## config.mk

```make
export PLATFORM = sky130hd
export DESIGN_NAME = mask_run_length_encoder_bbox
export DESIGN_NICKNAME = d
export VERILOG_FILES = /design/src/mrle_pkg.sv /design/src/mask_run_length_encoder_bbox.sv /design/src/mrle_core.sv /design/src/mrle_obuf.sv
export SDC_FILE = /design/constraint.sdc
export NUM_CORES = 1
export LEC_CHECK = 0
export BUFFER_PORTS_ARGS = -buffer_cell sky130_fd_sc_hd__buf_2
export CAP_MARGIN = 15
export CORE_MARGIN = 2
export CORE_UTILIZATION = 30
export CTS_CLUSTER_DIAMETER = 80
export DETAILED_ROUTE_END_ITERATION = 12
export HOLD_SLACK_MARGIN = 0.12
export PLACE_DENSITY = 0.55
export SLEW_MARGIN = 20
export SYNTH_ARGS = -nofsm -noshare
export SYNTH_HDL_FRONTEND = slang
export SYNTH_SLANG_ARGS = --single-unit
export TNS_END_PERCENT = 30
```

## constraint.sdc

```tcl
create_clock -name i_clk -period 7.8 [get_ports i_clk]
set_input_delay 0.39 -clock i_clk [delete_from_list [all_inputs] [get_ports i_clk]]
set_output_delay 0.39 -clock i_clk [all_outputs]
set_load 0.02 [all_outputs]
```

## src/mrle_pkg.sv

```systemverilog
// shared types and constants for the mask run-length encoder with bounding box
// used by mrle_core, mrle_obuf and mask_run_length_encoder_bbox
`default_nettype none

package mrle_pkg;

    // default frame size limits, handed to the top level parameters
    localparam int unsigned MAX_WIDTH_DEF  = 4096;
    localparam int unsigned MAX_HEIGHT_DEF = 4096;

    // configuration register width and reset values, register port widths
    localparam int unsigned REG_W        = 13;
    localparam int unsigned MASK_W_RST   = 640;
    localparam int unsigned MASK_H_RST   = 640;
    localparam int unsigned APB_AW       = 3;
    localparam int unsigned APB_DW       = 32;

    // payload field widths
    localparam int unsigned PIX_W        = 8;
    localparam int unsigned IDX_W        = 24;
    localparam int unsigned LEN_W        = 25;
    localparam int unsigned BOX_W        = 13;
    localparam int unsigned IN_TDATA_W   = 8;
    localparam int unsigned OUT_TDATA_W  = 104;
    localparam int unsigned OUT_PAD_W    = OUT_TDATA_W - (IDX_W + LEN_W + 1 + 4 * BOX_W);

    // result queue depth (power of two, at least two)
    localparam int unsigned OBUF_DEPTH   = 4;

    typedef enum logic {
        KIND_RUN = 1'b0,
        KIND_SUM = 1'b1
    } t_kind;

    typedef enum logic {
        REG_MASK_WIDTH  = 1'b0,
        REG_MASK_HEIGHT = 1'b1
    } t_reg_idx;

    typedef struct packed {
        t_kind             kind;
        logic [IDX_W-1:0]  run_begin;
        logic [LEN_W-1:0]  run_length;
        logic              fg_present;
        logic [BOX_W-1:0]  box_x1;
        logic [BOX_W-1:0]  box_y1;
        logic [BOX_W-1:0]  box_x2;
        logic [BOX_W-1:0]  box_y2;
        logic              last;
    } t_result;

    typedef struct packed {
        logic run_vld;
        logic sum_vld;
    } t_push;

endpackage

`default_nettype wire

```

## src/mask_run_length_encoder_bbox.sv

```systemverilog
// top level of the mask run-length encoder with bounding box: config registers,
// scan core and result queue; depends on mrle_pkg, mrle_core and mrle_obuf
//
// Takes a binary mask one byte per transfer in row-major order (nonzero is
// foreground) and emits each maximal foreground run as a run record (start
// index, length) on the transfer that ends it; runs are not split at row ends.
// The frame's last pixel also produces an end-of-frame summary with tlast set,
// carrying a has-foreground flag and the bounding box (x1, y1 inclusive; x2, y2
// exclusive, all zero for an empty frame); a run crossing a row end widens the
// box to the full width. Frame size comes from mask_width (address 0) and
// mask_height (address 4); 0 acts as 1 and values above the limits are clamped.
// Any register write restarts the frame. Write registers only while the block
// is idle. Throughput is one pixel per cycle: all work for a pixel sits in one
// combinational step ahead of a four-entry result queue, and the input stalls
// only while that queue has fewer than two free entries (a frame's last pixel
// can produce two results). Results are registered in the queue. There is
// no clearing pass after reset.
`default_nettype none

module mask_run_length_encoder_bbox #(
    parameter int unsigned MAX_WIDTH  = mrle_pkg::MAX_WIDTH_DEF,
    parameter int unsigned MAX_HEIGHT = mrle_pkg::MAX_HEIGHT_DEF
) (
    input  wire logic                               i_clk,
    input  wire logic                               i_rst_n,
    // pixel stream in
    input  wire logic                               s_axis_tvalid,
    output logic                                    s_axis_tready,
    input  wire logic [mrle_pkg::IN_TDATA_W-1:0]    s_axis_tdata,   // pixel[7:0]
    // result stream out
    output logic                                    m_axis_tvalid,
    input  wire logic                               m_axis_tready,
    // run start[23:0], run_length[48:24], foreground flag[49], box_x1[62:50],
    // box_y1[75:63], box_x2[88:76], box_y2[101:89], zero pad[103:102]
    output logic [mrle_pkg::OUT_TDATA_W-1:0]        m_axis_tdata,
    output logic                                    m_axis_tuser,   // kind[0]
    output logic                                    m_axis_tlast,
    // register port
    input  wire logic                               psel,
    input  wire logic                               penable,
    input  wire logic                               pwrite,
    input  wire logic [mrle_pkg::APB_AW-1:0]        paddr,
    input  wire logic [mrle_pkg::APB_DW-1:0]        pwdata,
    output logic [mrle_pkg::APB_DW-1:0]             prdata,
    output logic                                    pready
);

    localparam int unsigned CW      = $clog2(MAX_WIDTH + 1);
    localparam int unsigned RW      = $clog2(MAX_HEIGHT + 1);
    localparam int unsigned REG_W   = mrle_pkg::REG_W;
    localparam int unsigned EffWRst =
        (mrle_pkg::MASK_W_RST > MAX_WIDTH)  ? MAX_WIDTH  : mrle_pkg::MASK_W_RST;
    localparam int unsigned EffHRst =
        (mrle_pkg::MASK_H_RST > MAX_HEIGHT) ? MAX_HEIGHT : mrle_pkg::MASK_H_RST;

    // raw register values (read back as written)
    logic [REG_W-1:0] r_mask_width;
    logic [REG_W-1:0] r_mask_height;
    // clamped frame size, kept registered to keep the clamp off the pixel path
    logic [CW-1:0]    r_eff_w;
    logic [CW-1:0]    r_w_last;
    logic [RW-1:0]    r_h_last;

    logic             cfg_wr;
    mrle_pkg::t_reg_idx cfg_idx;
    logic [REG_W-1:0] wr_val;
    logic [CW-1:0]    n_eff_w;
    logic [RW-1:0]    n_eff_h;

    logic             take;
    logic             room;
    mrle_pkg::t_push  push;
    mrle_pkg::t_result run_rec;
    mrle_pkg::t_result sum_rec;
    mrle_pkg::t_result out_rec;

    // ---------------------------------------------------------------------
    // register port: no wait states, a write also restarts the frame
    // ---------------------------------------------------------------------
    always_comb begin
        pready  = 1'b1;
        cfg_wr  = psel & penable & pwrite & pready;
        cfg_idx = mrle_pkg::t_reg_idx'(paddr[2]);
        wr_val  = pwdata[REG_W-1:0];

        // clamp to 1..max
        if (wr_val == '0) begin
            n_eff_w = CW'(1);
            n_eff_h = RW'(1);
        end else begin
            n_eff_w = (32'(wr_val) > 32'(MAX_WIDTH))  ? CW'(MAX_WIDTH)  : CW'(wr_val);
            n_eff_h = (32'(wr_val) > 32'(MAX_HEIGHT)) ? RW'(MAX_HEIGHT) : RW'(wr_val);
        end

        unique case (cfg_idx)
            mrle_pkg::REG_MASK_WIDTH:  prdata = 32'(r_mask_width);
            mrle_pkg::REG_MASK_HEIGHT: prdata = 32'(r_mask_height);
            default:                   prdata = '0;
        endcase
    end

    always_ff @(posedge i_clk) begin
        if (!i_rst_n) begin
            r_mask_width  <= REG_W'(mrle_pkg::MASK_W_RST);
            r_mask_height <= REG_W'(mrle_pkg::MASK_H_RST);
            r_eff_w       <= CW'(EffWRst);
            r_w_last      <= CW'(EffWRst - 1);
            r_h_last      <= RW'(EffHRst - 1);
        end else if (cfg_wr) begin
            unique case (cfg_idx)
                mrle_pkg::REG_MASK_WIDTH: begin
                    r_mask_width <= wr_val;
                    r_eff_w      <= n_eff_w;
                    r_w_last     <= n_eff_w - CW'(1);
                end
                mrle_pkg::REG_MASK_HEIGHT: begin
                    r_mask_height <= wr_val;
                    r_h_last      <= n_eff_h - RW'(1);
                end
                default: begin
                end
            endcase
        end
    end

    // ---------------------------------------------------------------------
    // pixel side: accept whenever the queue can take two results
    // ---------------------------------------------------------------------
    assign s_axis_tready = room;
    assign take          = s_axis_tvalid & room;

    mrle_core #(
        .MAX_WIDTH  (MAX_WIDTH),
        .MAX_HEIGHT (MAX_HEIGHT)
    ) u_core (
        .i_clk      (i_clk),
        .i_rst_n    (i_rst_n),
        .i_restart  (cfg_wr),
        .i_eff_w    (r_eff_w),
        .i_w_last   (r_w_last),
        .i_h_last   (r_h_last),
        .i_take     (take),
        .i_pixel    (s_axis_tdata[mrle_pkg::PIX_W-1:0]),
        .o_push     (push),
        .o_run_rec  (run_rec),
        .o_sum_rec  (sum_rec)
    );

    mrle_obuf u_obuf (
        .i_clk      (i_clk),
        .i_rst_n    (i_rst_n),
        .i_push     (push),
        .i_run      (run_rec),
        .i_sum      (sum_rec),
        .o_room     (room),
        .o_valid    (m_axis_tvalid),
        .i_ready    (m_axis_tready),
        .o_data     (out_rec)
    );

    // result packing, first field in the low bits
    assign m_axis_tdata = {{mrle_pkg::OUT_PAD_W{1'b0}},
                           out_rec.box_y2, out_rec.box_x2,
                           out_rec.box_y1, out_rec.box_x1,
                           out_rec.fg_present,
                           out_rec.run_length, out_rec.run_begin};
    assign m_axis_tuser = out_rec.kind;
    assign m_axis_tlast = out_rec.last;

`ifndef SYNTH
    // only summaries close a frame
    a_last_is_summary: assert property (@(posedge i_clk) disable iff (!i_rst_n)
        m_axis_tvalid |-> (m_axis_tlast == (out_rec.kind == mrle_pkg::KIND_SUM)))
        else $error("tlast does not match result kind");

    // a run record always covers at least one pixel
    a_run_nonempty: assert property (@(posedge i_clk) disable iff (!i_rst_n)
        (m_axis_tvalid && out_rec.kind == mrle_pkg::KIND_RUN) |->
            (out_rec.run_length != '0))
        else $error("run record with zero length");

    // a nonempty box is properly ordered
    a_box_order: assert property (@(posedge i_clk) disable iff (!i_rst_n)
        (m_axis_tvalid && out_rec.kind == mrle_pkg::KIND_SUM && out_rec.fg_present)
            |-> ((out_rec.box_x1 < out_rec.box_x2) && (out_rec.box_y1 < out_rec.box_y2)))
        else $error("bounding box corners out of order");

    // nothing is pushed without an accepted pixel
    a_push_needs_take: assert property (@(posedge i_clk) disable iff (!i_rst_n)
        (push.run_vld || push.sum_vld) |-> take)
        else $error("result pushed without an accepted pixel");
`endif

endmodule

`default_nettype wire

```

## src/mrle_core.sv

```systemverilog
// per-pixel scan state: position, open run and bounding box, one pixel per cycle while i_take is set
// depends on mrle_pkg
`default_nettype none

module mrle_core #(
    parameter int unsigned MAX_WIDTH  = mrle_pkg::MAX_WIDTH_DEF,
    parameter int unsigned MAX_HEIGHT = mrle_pkg::MAX_HEIGHT_DEF
) (
    input  wire logic                                  i_clk,
    input  wire logic                                  i_rst_n,
    input  wire logic                                  i_restart,
    input  wire logic [$clog2(MAX_WIDTH+1)-1:0]        i_eff_w,
    input  wire logic [$clog2(MAX_WIDTH+1)-1:0]        i_w_last,
    input  wire logic [$clog2(MAX_HEIGHT+1)-1:0]       i_h_last,
    input  wire logic                                  i_take,
    input  wire logic [mrle_pkg::PIX_W-1:0]            i_pixel,
    output mrle_pkg::t_push                            o_push,
    output mrle_pkg::t_result                          o_run_rec,
    output mrle_pkg::t_result                          o_sum_rec
);

    localparam int unsigned CW    = $clog2(MAX_WIDTH + 1);
    localparam int unsigned RW    = $clog2(MAX_HEIGHT + 1);
    localparam int unsigned IDX_W = mrle_pkg::IDX_W;
    localparam int unsigned LEN_W = mrle_pkg::LEN_W;
    localparam int unsigned BOX_W = mrle_pkg::BOX_W;

    logic [CW-1:0]    r_pos_x,    n_pos_x;
    logic [RW-1:0]    r_pos_y,    n_pos_y;
    logic [IDX_W-1:0] r_pix_idx,  n_pix_idx;
    logic             r_in_run,   n_in_run;
    logic [IDX_W-1:0] r_orun_start, n_orun_start;
    logic [CW-1:0]    r_orun_x,   n_orun_x;
    logic [RW-1:0]    r_orun_y,   n_orun_y;
    logic             r_seen,     n_seen;
    logic [CW-1:0]    r_min_col,  n_min_col;
    logic [RW-1:0]    r_min_row,  n_min_row;
    logic [CW-1:0]    r_max_col,  n_max_col;
    logic [RW-1:0]    r_max_row,  n_max_row;

    logic             fg;
    logic             close_bg;
    logic             close_eof;
    logic             do_close;
    logic             open_new;
    logic             eof;
    logic [IDX_W-1:0] c_start;
    logic [CW-1:0]    c_x0;
    logic [RW-1:0]    c_y0;
    logic [CW-1:0]    ex;
    logic [RW-1:0]    ey;
    logic [CW-1:0]    ex_p1;
    logic [RW-1:0]    ey_p1;
    logic [LEN_W-1:0] end_next;
    logic [LEN_W-1:0] run_len;

    always_comb begin
        fg        = (i_pixel != '0);
        close_bg  = r_in_run & ~fg;
        eof       = (r_pos_x >= i_w_last) & (r_pos_y >= i_h_last);
        close_eof = eof & fg;
        do_close  = close_bg | close_eof;
        open_new  = fg & ~r_in_run;

        c_start = open_new ? r_pix_idx : r_orun_start;
        c_x0    = open_new ? r_pos_x   : r_orun_x;
        c_y0    = open_new ? r_pos_y   : r_orun_y;

        // last pixel of the closing run
        if (close_eof) begin
            ex       = r_pos_x;
            ey       = r_pos_y;
            end_next = LEN_W'(r_pix_idx) + LEN_W'(1);
        end else if (r_pos_x == '0) begin
            ex       = i_w_last;
            ey       = (r_pos_y == '0) ? '0 : r_pos_y - RW'(1);
            end_next = LEN_W'(r_pix_idx);
        end else begin
            ex       = r_pos_x - CW'(1);
            ey       = r_pos_y;
            end_next = LEN_W'(r_pix_idx);
        end
        ex_p1   = ex + CW'(1);
        ey_p1   = ey + RW'(1);
        run_len = end_next - LEN_W'(c_start);

        // box update from the closing run
        n_seen    = r_seen;
        n_min_col = r_min_col;
        n_min_row = r_min_row;
        n_max_col = r_max_col;
        n_max_row = r_max_row;
        if (do_close) begin
            n_seen    = 1'b1;
            n_min_row = (c_y0 < r_min_row) ? c_y0 : r_min_row;
            n_max_row = (ey_p1 > r_max_row) ? ey_p1 : r_max_row;
            if (c_y0 == ey) begin
                n_min_col = (c_x0 < r_min_col) ? c_x0 : r_min_col;
                n_max_col = (ex_p1 > r_max_col) ? ex_p1 : r_max_col;
            end else begin
                // run wraps a row end: full width
                n_min_col = '0;
                n_max_col = i_eff_w;
            end
        end

        // scan position and open run
        n_pix_idx    = r_pix_idx + IDX_W'(1);
        n_in_run     = fg;
        n_orun_start = c_start;
        n_orun_x     = c_x0;
        n_orun_y     = c_y0;
        if (r_pos_x >= i_w_last) begin
            n_pos_x = '0;
            n_pos_y = r_pos_y + RW'(1);
        end else begin
            n_pos_x = r_pos_x + CW'(1);
            n_pos_y = r_pos_y;
        end
    end

    always_comb begin
        o_push.run_vld = i_take & do_close;
        o_push.sum_vld = i_take & eof;

        o_run_rec                = '0;
        o_run_rec.kind           = mrle_pkg::KIND_RUN;
        o_run_rec.run_begin      = c_start;
        o_run_rec.run_length     = run_len;

        o_sum_rec                = '0;
        o_sum_rec.kind           = mrle_pkg::KIND_SUM;
        o_sum_rec.last           = 1'b1;
        if (n_seen) begin
            o_sum_rec.fg_present     = 1'b1;
            o_sum_rec.box_x1         = BOX_W'(n_min_col);
            o_sum_rec.box_y1         = BOX_W'(n_min_row);
            o_sum_rec.box_x2         = BOX_W'(n_max_col);
            o_sum_rec.box_y2         = BOX_W'(n_max_row);
        end
    end

    always_ff @(posedge i_clk) begin
        if (!i_rst_n || i_restart || (i_take && eof)) begin
            r_pos_x      <= '0;
            r_pos_y      <= '0;
            r_pix_idx    <= '0;
            r_in_run     <= 1'b0;
            r_orun_start <= '0;
            r_orun_x     <= '0;
            r_orun_y     <= '0;
            r_seen       <= 1'b0;
            // min seeds only need to be at or above the frame size
            r_min_col    <= '1;
            r_min_row    <= '1;
            r_max_col    <= '0;
            r_max_row    <= '0;
        end else if (i_take) begin
            r_pos_x      <= n_pos_x;
            r_pos_y      <= n_pos_y;
            r_pix_idx    <= n_pix_idx;
            r_in_run     <= n_in_run;
            r_orun_start <= n_orun_start;
            r_orun_x     <= n_orun_x;
            r_orun_y     <= n_orun_y;
            r_seen       <= n_seen;
            r_min_col    <= n_min_col;
            r_min_row    <= n_min_row;
            r_max_col    <= n_max_col;
            r_max_row    <= n_max_row;
        end
    end

endmodule

`default_nettype wire

```

## src/mrle_obuf.sv

```systemverilog
// result queue: takes up to two results per cycle, hands out one per transfer
// depends on mrle_pkg
`default_nettype none

module mrle_obuf (
    input  wire logic               i_clk,
    input  wire logic               i_rst_n,
    input  wire mrle_pkg::t_push    i_push,
    input  wire mrle_pkg::t_result  i_run,
    input  wire mrle_pkg::t_result  i_sum,
    output logic                    o_room,
    output logic                    o_valid,
    input  wire logic               i_ready,
    output mrle_pkg::t_result       o_data
);

    localparam int unsigned DEPTH = mrle_pkg::OBUF_DEPTH;
    localparam int unsigned PTR_W = $clog2(DEPTH);
    localparam int unsigned CNT_W = $clog2(DEPTH + 1);

    mrle_pkg::t_result r_mem [DEPTH];
    logic [PTR_W-1:0]  r_wp;
    logic [PTR_W-1:0]  r_rp;
    logic [CNT_W-1:0]  r_count;
    logic [CNT_W-1:0]  push_n;
    logic              pop;
    logic [PTR_W-1:0]  wp_next;
    mrle_pkg::t_result first;

    always_comb begin
        push_n  = CNT_W'(i_push.run_vld) + CNT_W'(i_push.sum_vld);
        pop     = (r_count != '0) && i_ready;
        wp_next = r_wp + PTR_W'(1);
        first   = i_push.run_vld ? i_run : i_sum;
        o_room  = (r_count <= CNT_W'(DEPTH - 2));
        o_valid = (r_count != '0);
        o_data  = r_mem[r_rp];
    end

    // run record goes ahead of the summary when both come from one pixel
    always_ff @(posedge i_clk) begin
        if (i_push.run_vld || i_push.sum_vld) begin
            r_mem[r_wp] <= first;
        end
        if (i_push.run_vld && i_push.sum_vld) begin
            r_mem[wp_next] <= i_sum;
        end
    end

    always_ff @(posedge i_clk) begin
        if (!i_rst_n) begin
            r_wp    <= '0;
            r_rp    <= '0;
            r_count <= '0;
        end else begin
            r_wp    <= r_wp + PTR_W'(push_n);
            if (pop) begin
                r_rp <= r_rp + PTR_W'(1);
            end
            r_count <= r_count + push_n - CNT_W'(pop);
        end
    end

endmodule

`default_nettype wire
```

# Yosys cells after proc, flatten, opt, wreduce, memory -nomap -nowiden

Memory sizes are Yosys's and may differ from the RTL's. A register that Yosys moved wholly into a read port is not among the register bits.
Index checks and enable logic that the tools add are counted.
Widths: inputs -> output; s select.

Add/subtract/negate cells: 16
Order comparisons: 8
Equality and inequality tests: 1
Mux-type cells: 32
Bitwise operators: 13
Reduce and logical (&&, ||, !) cells: 15

Operators with widths:

| operator              | number |
|---|---|
| $mux 13               | 20 |
| $mux 104              | 1 |
| $pmux 32 s2           | 1 |
| $mux 53               | 1 |
| $add 13x1->13 const B | 4 |
| $logic_not 13->1      | 3 |
| $sub 13x1->13 const B | 3 |
| $ge 13x13->1          | 2 |
| $gt 13x13->1          | 2 |
| $lt 13x13->1          | 2 |
| $add 24x1->25 const B | 1 |
| $mux 25               | 1 |
| $sub 25x24->25        | 1 |
| $add 24x1->24 const B | 1 |
| $mux 24               | 1 |
| $eq 13x13->1          | 1 |
| $gt 13x13->1 const B  | 1 |
| $and 1x1->1           | 9 |
| $reduce_bool 8->1     | 1 |
| $reduce_and 2->1      | 3 |
| $mux 1                | 5 |
| $add 2x1->2 const B   | 2 |
| $mux 2                | 2 |
| $add 3x3->3           | 1 |
| other kinds (10)      | 16 |

Register bits after elaboration: 226
RAM bits: 416
Memories kept: 1

Memories:

| name         | depth | width | rd ports | clocked after Yosys merged registers in | wr ports | line            | source |
|---|---|---|---|---|---|---|---|
| u_obuf.r_mem | 4     | 104   | 1        | 1                                       | 2        | mrle_obuf.sv:21 | `mrle_pkg::t_result r_mem [DEPTH];` |

# Logic depth before layout (Yosys ltp)

Depth after elaboration: 11
Mapped depth: 29
Gate-level depth less buffers: 25

# Hierarchy

A second synthesis with hierarchy kept.

Cells, all modules: 3,222
Area total of the unflattened synthesis: 37,086.8 µm²

Modules (own cells, without submodules):

| module                       | times used | cells each | area each (µm²) |
|---|---|---|---|
| mrle_obuf                    | 1          | 1,061      | 20,457.1 |
| mrle_core                    | 1          | 1,796      | 13,543.0 |
| mask_run_length_encoder_bbox | 1          | 365        | 3,086.7 |

# Worst setup path after synthesis

OpenSTA, ideal clock, no wires.

Kind: flip-flop to flip-flop
From: reg u_core.r_pos_y[0]
To: mem u_obuf.r_mem[2][14] (netlist name), data pin
Data arrival time: 5.870 ns
Required time: 7.525 ns
Setup slack: 1.655 ns
Cell stages (with the launch flop): 28
Buffers on the path: 4
Clock period less this slack: 6.145 ns
Path through: dfxtp_1 clkbuf_1 inv_1 ha_1 nor2b_1 o21ai_0 a31oi_1 o31a_1 nor3_2 clkbuf_1 clkbuf_1 nor3_1 nor2_1 ha_1 o221ai_1 nor4b_2 xor2_1 ha_1 a21oi_1 nor2b_1 o21ai_0 o211ai_1 a221o_1 nand2_1 clkbuf_1 o21ai_0 mux2i_1 o22ai_1

RTL lines:

| item                     | line             | source |
|---|---|---|
| start: declaration       | mrle_core.sv:29  | `logic [RW-1:0] r_pos_y, n_pos_y;` |
| start signal: assignment | mrle_core.sv:160 | `r_pos_y <= n_pos_y;` |
| end: declaration         | mrle_obuf.sv:21  |  |

==> PnR_summary.wiki <==
{| class="wikitable"
! Metric !! Value
|-
| Cell area power density || 243 nW/µm²
|-
| Synth Area in Simple Gates || 13.7%
|-
| Largest net degree at the start of global routing || 77
|-
| Worst setup skew after layout || 0.0206 ns
|-
| WHS Path Cells || 3
|-
| Leakage power || 14.3 nW
|-
| Longest Clk Path Bufs || 3
|-
| Worst EP arrival || 7.45 ns
|-
| CTS H-Tree Depth || 3
|-
| Number of placed instances with taps included || 4581
|-
| Worst-skew pair later-pin latency || 0.62 ns
|-
| Die Width || 331 µm
|-
| Async set-reset flop share out of synthesis || 0%
|-
| Post-Synthesis Mean Instance Area || about 10 µm²
|-
| Path type of the worst min-delay path || input pin to flip-flop
|-
| Number of hold violations in the final report || 0
|-
| Critical Path Max Stage Delay || 0.70 ns
|-
| Detailed-route DRC error count || 0
|-
| Worst reg2reg path endpoint || u_obuf.r_mem[1][5]
|-
| Reg2Reg Depth || 23
|-
| Req. time, crit path || just over 8 ns
|-
| Count of buffering cells on the critical path with inverters included || 3
|-
| Main combinational cell family by area after synthesis || compound AO/OA/AOI/OAI gates
|-
| Aggregate routed wire length || 92000 µm
|-
| Final #Nets || 3441
|-
| Library cell occupying the most area in the post-synthesis netlist || dfxtp_1
|-
| Detailed-route via count || 24100
|-
| Number of library cell types mapped by synthesis || between 100 and 150
|-
| Clock Root Buffer || clkbuf_16
|-
| Count of routing violations after the opening detailed-route iteration || approximately 2000
|-
| Total standard cell area after synthesis || approximately 32000 µm²
|-
| Max Cap Violations || 0
|-
| Combinational share of power || 21.6%
|-
| Boundary Pins || 191
|-
| Number of flops mapped to enable cells by yosys || about 210
|-
| Post-Synth XOR/XNOR Area || under 10%
|-
| Endpoints failing setup || 0
|-
| Setup TNS || 0 ns
|-
| Area added between synthesis and finish || 13.7%
|-
| Count of standard-cell rows || 119
|-
| Most common cell type on the critical path || ha_1
|-
| Final worst path period share || 91.2%
|-
| HPWL reported at the end of detailed placement || 61600 µm
|-
| Post-synthesis mux area share || 9.69%
|-
| Antenna violations before repair || 0
|-
| IR drop worst, VDD || between 0.0001 and 0.00015 V
|-
| Height of the die || between 300 and 400 µm
|-
| Vias in the first global route || 23000
|-
| Global routing usage summed across all routing layers || 16.7%
|-
| Clock tree from TritonCTS || done
|-
| Part of the power in the clock network || 37.5%
|-
| Reg2Reg Launch Point || u_core.r_pos_x[0]
|-
| Top cell type's share of synthesized area || 26.8%
|-
| Top cells by area, synth || dfxtp_1 (27%), edfxtp_1 (20%), mux4_2 (7.2%)
|-
| Post-DRT Antenna Nets || 0
|-
| Kind of start point of the critical path || flip-flop
|-
| Final worst path period need || 7.11 ns
|-
| Maximum operating frequency || around 140 MHz
|-
| Diodes inserted || 0
|-
| Sequential area share after synthesis || between 40 and 50%
|-
| CTS Hold Bufs || 12
|-
| Category of the critical setup timing path || flip-flop to flip-flop
|-
| Sum of overflow across all layers after global routing || 0
|-
| Pins over their slew limit || 0
|-
| Crit path max-delay cell type || o31ai_1
|-
| Wire length per cell after detailed routing || 19.5 µm
|-
| FF+latch count, synth || 640
|-
| Transition at the pin with the smallest max-transition slack || 1.09 ns
|-
| Yosys synthesis warning count || 0
|-
| Switch share || approximately 31%
|-
| Fraction of final layout cells with drive strength greater than 1 || between 10% and 20%
|-
| Most frequent cells in the layout || dfxtp_1 (426), nand2_1 (378), nor2_1 (313)
|-
| Number of buffers inserted to repair setup after CTS || 0
|-
| Commonest non-fill, non-tap cell in the layout || dfxtp_1
|-
| Hold path startpoint || pwdata[12]
|-
| Outcome || completed
|-
| Num CTS Buffers || just over 70
|-
| Setup repair after global routing missed its margin || no
|-
| Switching power summed over all nets || between 2 and 3 mW
|-
| First drt pass iteration count || 5
|-
| Area share of fa/ha/maj cells after synthesis || under 10%
|-
| Capture endpoint of the worst hold path || r_mask_height[12]
|-
| Placer's final routability congestion estimate || 0.896
|-
| Clock transition at the registers of the reported paths || 0.06 ns
|-
| Cells along the critical path || inv_1 -> ha_1 -> o21ai_0 -> a211oi_1 -> a21boi_1 -> o31ai_1 -> mux2i_1 -> inv_1 -> ha_1 -> and3b_1 -> nand2_1 -> xor2_1 -> ha_1 -> nand4_1 -> a21oi_1 -> o311ai_0 -> a31oi_1 -> o21a_1 -> o21ai_0 -> a41o_1 -> buf_4 -> mux2i_1 -> nor2_1
|-
| Setup WS pre-CTS || 0.816 ns
|-
| Cells resized by post-CTS repair || 0
|-
| Normalized max-slew margin || approximately 27%
|-
| Number of instances in the synthesized netlist || 3203
|-
| Internal Pwr Total || 6.11 mW
|-
| Area inside the core boundary || roughly 110000 µm²
|-
| Port buffer count || 147
|-
| Kind of cell adding the most delay to the critical path || compound AO/OA/AOI/OAI gates
|-
| PnR Total Power || 8.85 mW
|-
| Crit. End Element || flip-flop
|-
| Starting density of the core || 30.3%
|-
| Clk sink count || 640
|-
| Slack of the worst reg-to-reg path || 0.69 ns
|-
| Complex-gate fraction of the synthesized area || 17.0%
|-
| Post-route insts no fill || about 4700
|-
| First-pass GRT wire length || 142000 µm
|-
| Die area || 109000 µm²
|-
| Dominant synthesized flop cell || dfxtp_1
|-
| Post-route worst setup slack || slightly below 0.7 ns
|-
| Worst-path maximum fanout || 11
|-
| Portion of total power attributed to sequential cells || between 40% and 50%
|-
| Average vias per placed instance || 5.12
|}
cells in the mapped netlist, types with 14 or more instances:
| cell type | number |
|---|---|
| xor2_1 | 47 |
| nand4_1 | 30 |
| and2_1 | 20 |
| a21boi_0 | 45 |
| buf_2 | 14 |
| ha_1 | 114 |
| nand3_1 | 56 |
| mux2i_1 | 57 |
| nor2_1 | 315 |
| a211oi_1 | 100 |
| nor2b_1 | 21 |
| xnor2_1 | 78 |
| dfxtp_1 | 428 |
| o211ai_1 | 18 |
| a31oi_1 | 25 |
| inv_1 | 141 |
| buf_4 | 32 |
| mux4_2 | 103 |
| o2bb2ai_1 | 53 |
| nor3_1 | 49 |
| a21oi_1 | 92 |
| a22o_1 | 61 |
| a21o_1 | 24 |
| edfxtp_1 | 212 |
| nand2b_1 | 17 |
| buf_1 | 19 |
| o21ai_0 | 231 |
| o21a_1 | 18 |
| clkbuf_1 | 165 |
| nand2_1 | 381 |
| mux2_2 | 15 |
| and3_1 | 20 |
layer usage:
metal	track usage (%)	vias up	routed length, µm
met3	2.78	93	4900
met5	0	-	0
li1	-	11700	-
met2	26.9	595	42400
met1	23.3	11800	43200
met4	3.70	0	1530
power groups by stage:
stage	logic, mW	registers [mW]	clock network [mW]
final	1.91	3.62	3.32
after global routing	2.10	3.64	3.53
after CTS	1.91	3.62	3.39
after detailed placement	1.90	3.70	0
after global placement	1.90	3.69	0
after floorplan	1.46	3.60	0
worst max path at each step:
stage / from / end / slack (ns) / depth (start not counted)
floorplan: u_core.r_pos_y[0] / u_obuf.r_mem[2][14] / 1.66 / 27
global placement: u_core.r_pos_x[0] / u_obuf.r_mem[1][5] / 0.78 / 23
detailed placement: u_core.r_pos_x[0] / u_obuf.r_mem[1][5] / 0.82 / 23
CTS: u_core.r_pos_x[0] / u_obuf.r_mem[1][5] / 0.78 / 23
global route: u_core.r_pos_x[0] / u_obuf.r_mem[1][5] / 0.13 / 23
finish: u_core.r_pos_x[0] / u_obuf.r_mem[1][5] / 0.69 / 23
cell type report:
cell class	count	area [µm²]
Sequential cell	640	14900
Clock inverter	35	310
Clock buffer	89	1950
Fill cell	10600	69200
Timing Repair Buffer	214	1270
Inverter	142	538
Multi-Input combinational cell	2206	15700
Tap cell	1391	1740
state kept, by name, indices dropped and copies added, names as in the netlist, named ones only:
register	count
u_core.r_max_row	13
u_core.r_orun_y	13
u_obuf.r_mem	412
u_obuf.r_count	3
u_core.r_in_run	1
r_eff_w	13
r_mask_height	13
u_core.r_pos_x	13
u_core.r_min_col	13
u_core.r_orun_start	24
r_mask_width	13
r_w_last	13
u_core.r_min_row	13
u_core.r_orun_x	13
u_core.r_seen	1
u_obuf.r_wp	2
r_h_last	13
u_core.r_pos_y	13
u_core.r_pix_idx	24
u_obuf.r_rp	2
u_core.r_max_col	13
worst register-to-register path, stage by stage (launching register included):
cell      delay (ns)
dfxtp_1         0.60
inv_1           0.16
ha_1            0.30
o21ai_0         0.08
a211oi_1        0.48
a21boi_1        0.27
o31ai_1         0.70
mux2i_1         0.31
inv_1           0.22
ha_1            0.22
and3b_1         0.28
nand2_1         0.09
xor2_1          0.32
ha_1            0.32
nand4_1         0.11
a21oi_1         0.05
o311ai_0        0.31
a31oi_1         0.13
o21a_1          0.18
o21ai_0         0.41
a41o_1          0.43
buf_4           0.27
mux2i_1         0.51
nor2_1          0.10
through the flow:
stage,utilization [%],hold slack (ns),instance area [µm²]
final,34.5,0.180,36400
after global routing,34.5,0.203,36400
after CTS,34.5,0.154,36400
after detailed placement,32.2,0.439,34000
after global placement,32.2,0.430,34000
after floorplan,-,0.420,32100
cell families (layout without fill, tap and decap cells):
logic type,Yosys count,in the layout
simple gates,976,976
xor+xnor,125,125
compound gates,789,789
buf+inv,377,480
flops,640,640
mux,178,178
other cells,2,22
fa+ha+maj,116,116
No activity file was read; power rests on OpenSTA's default activity.
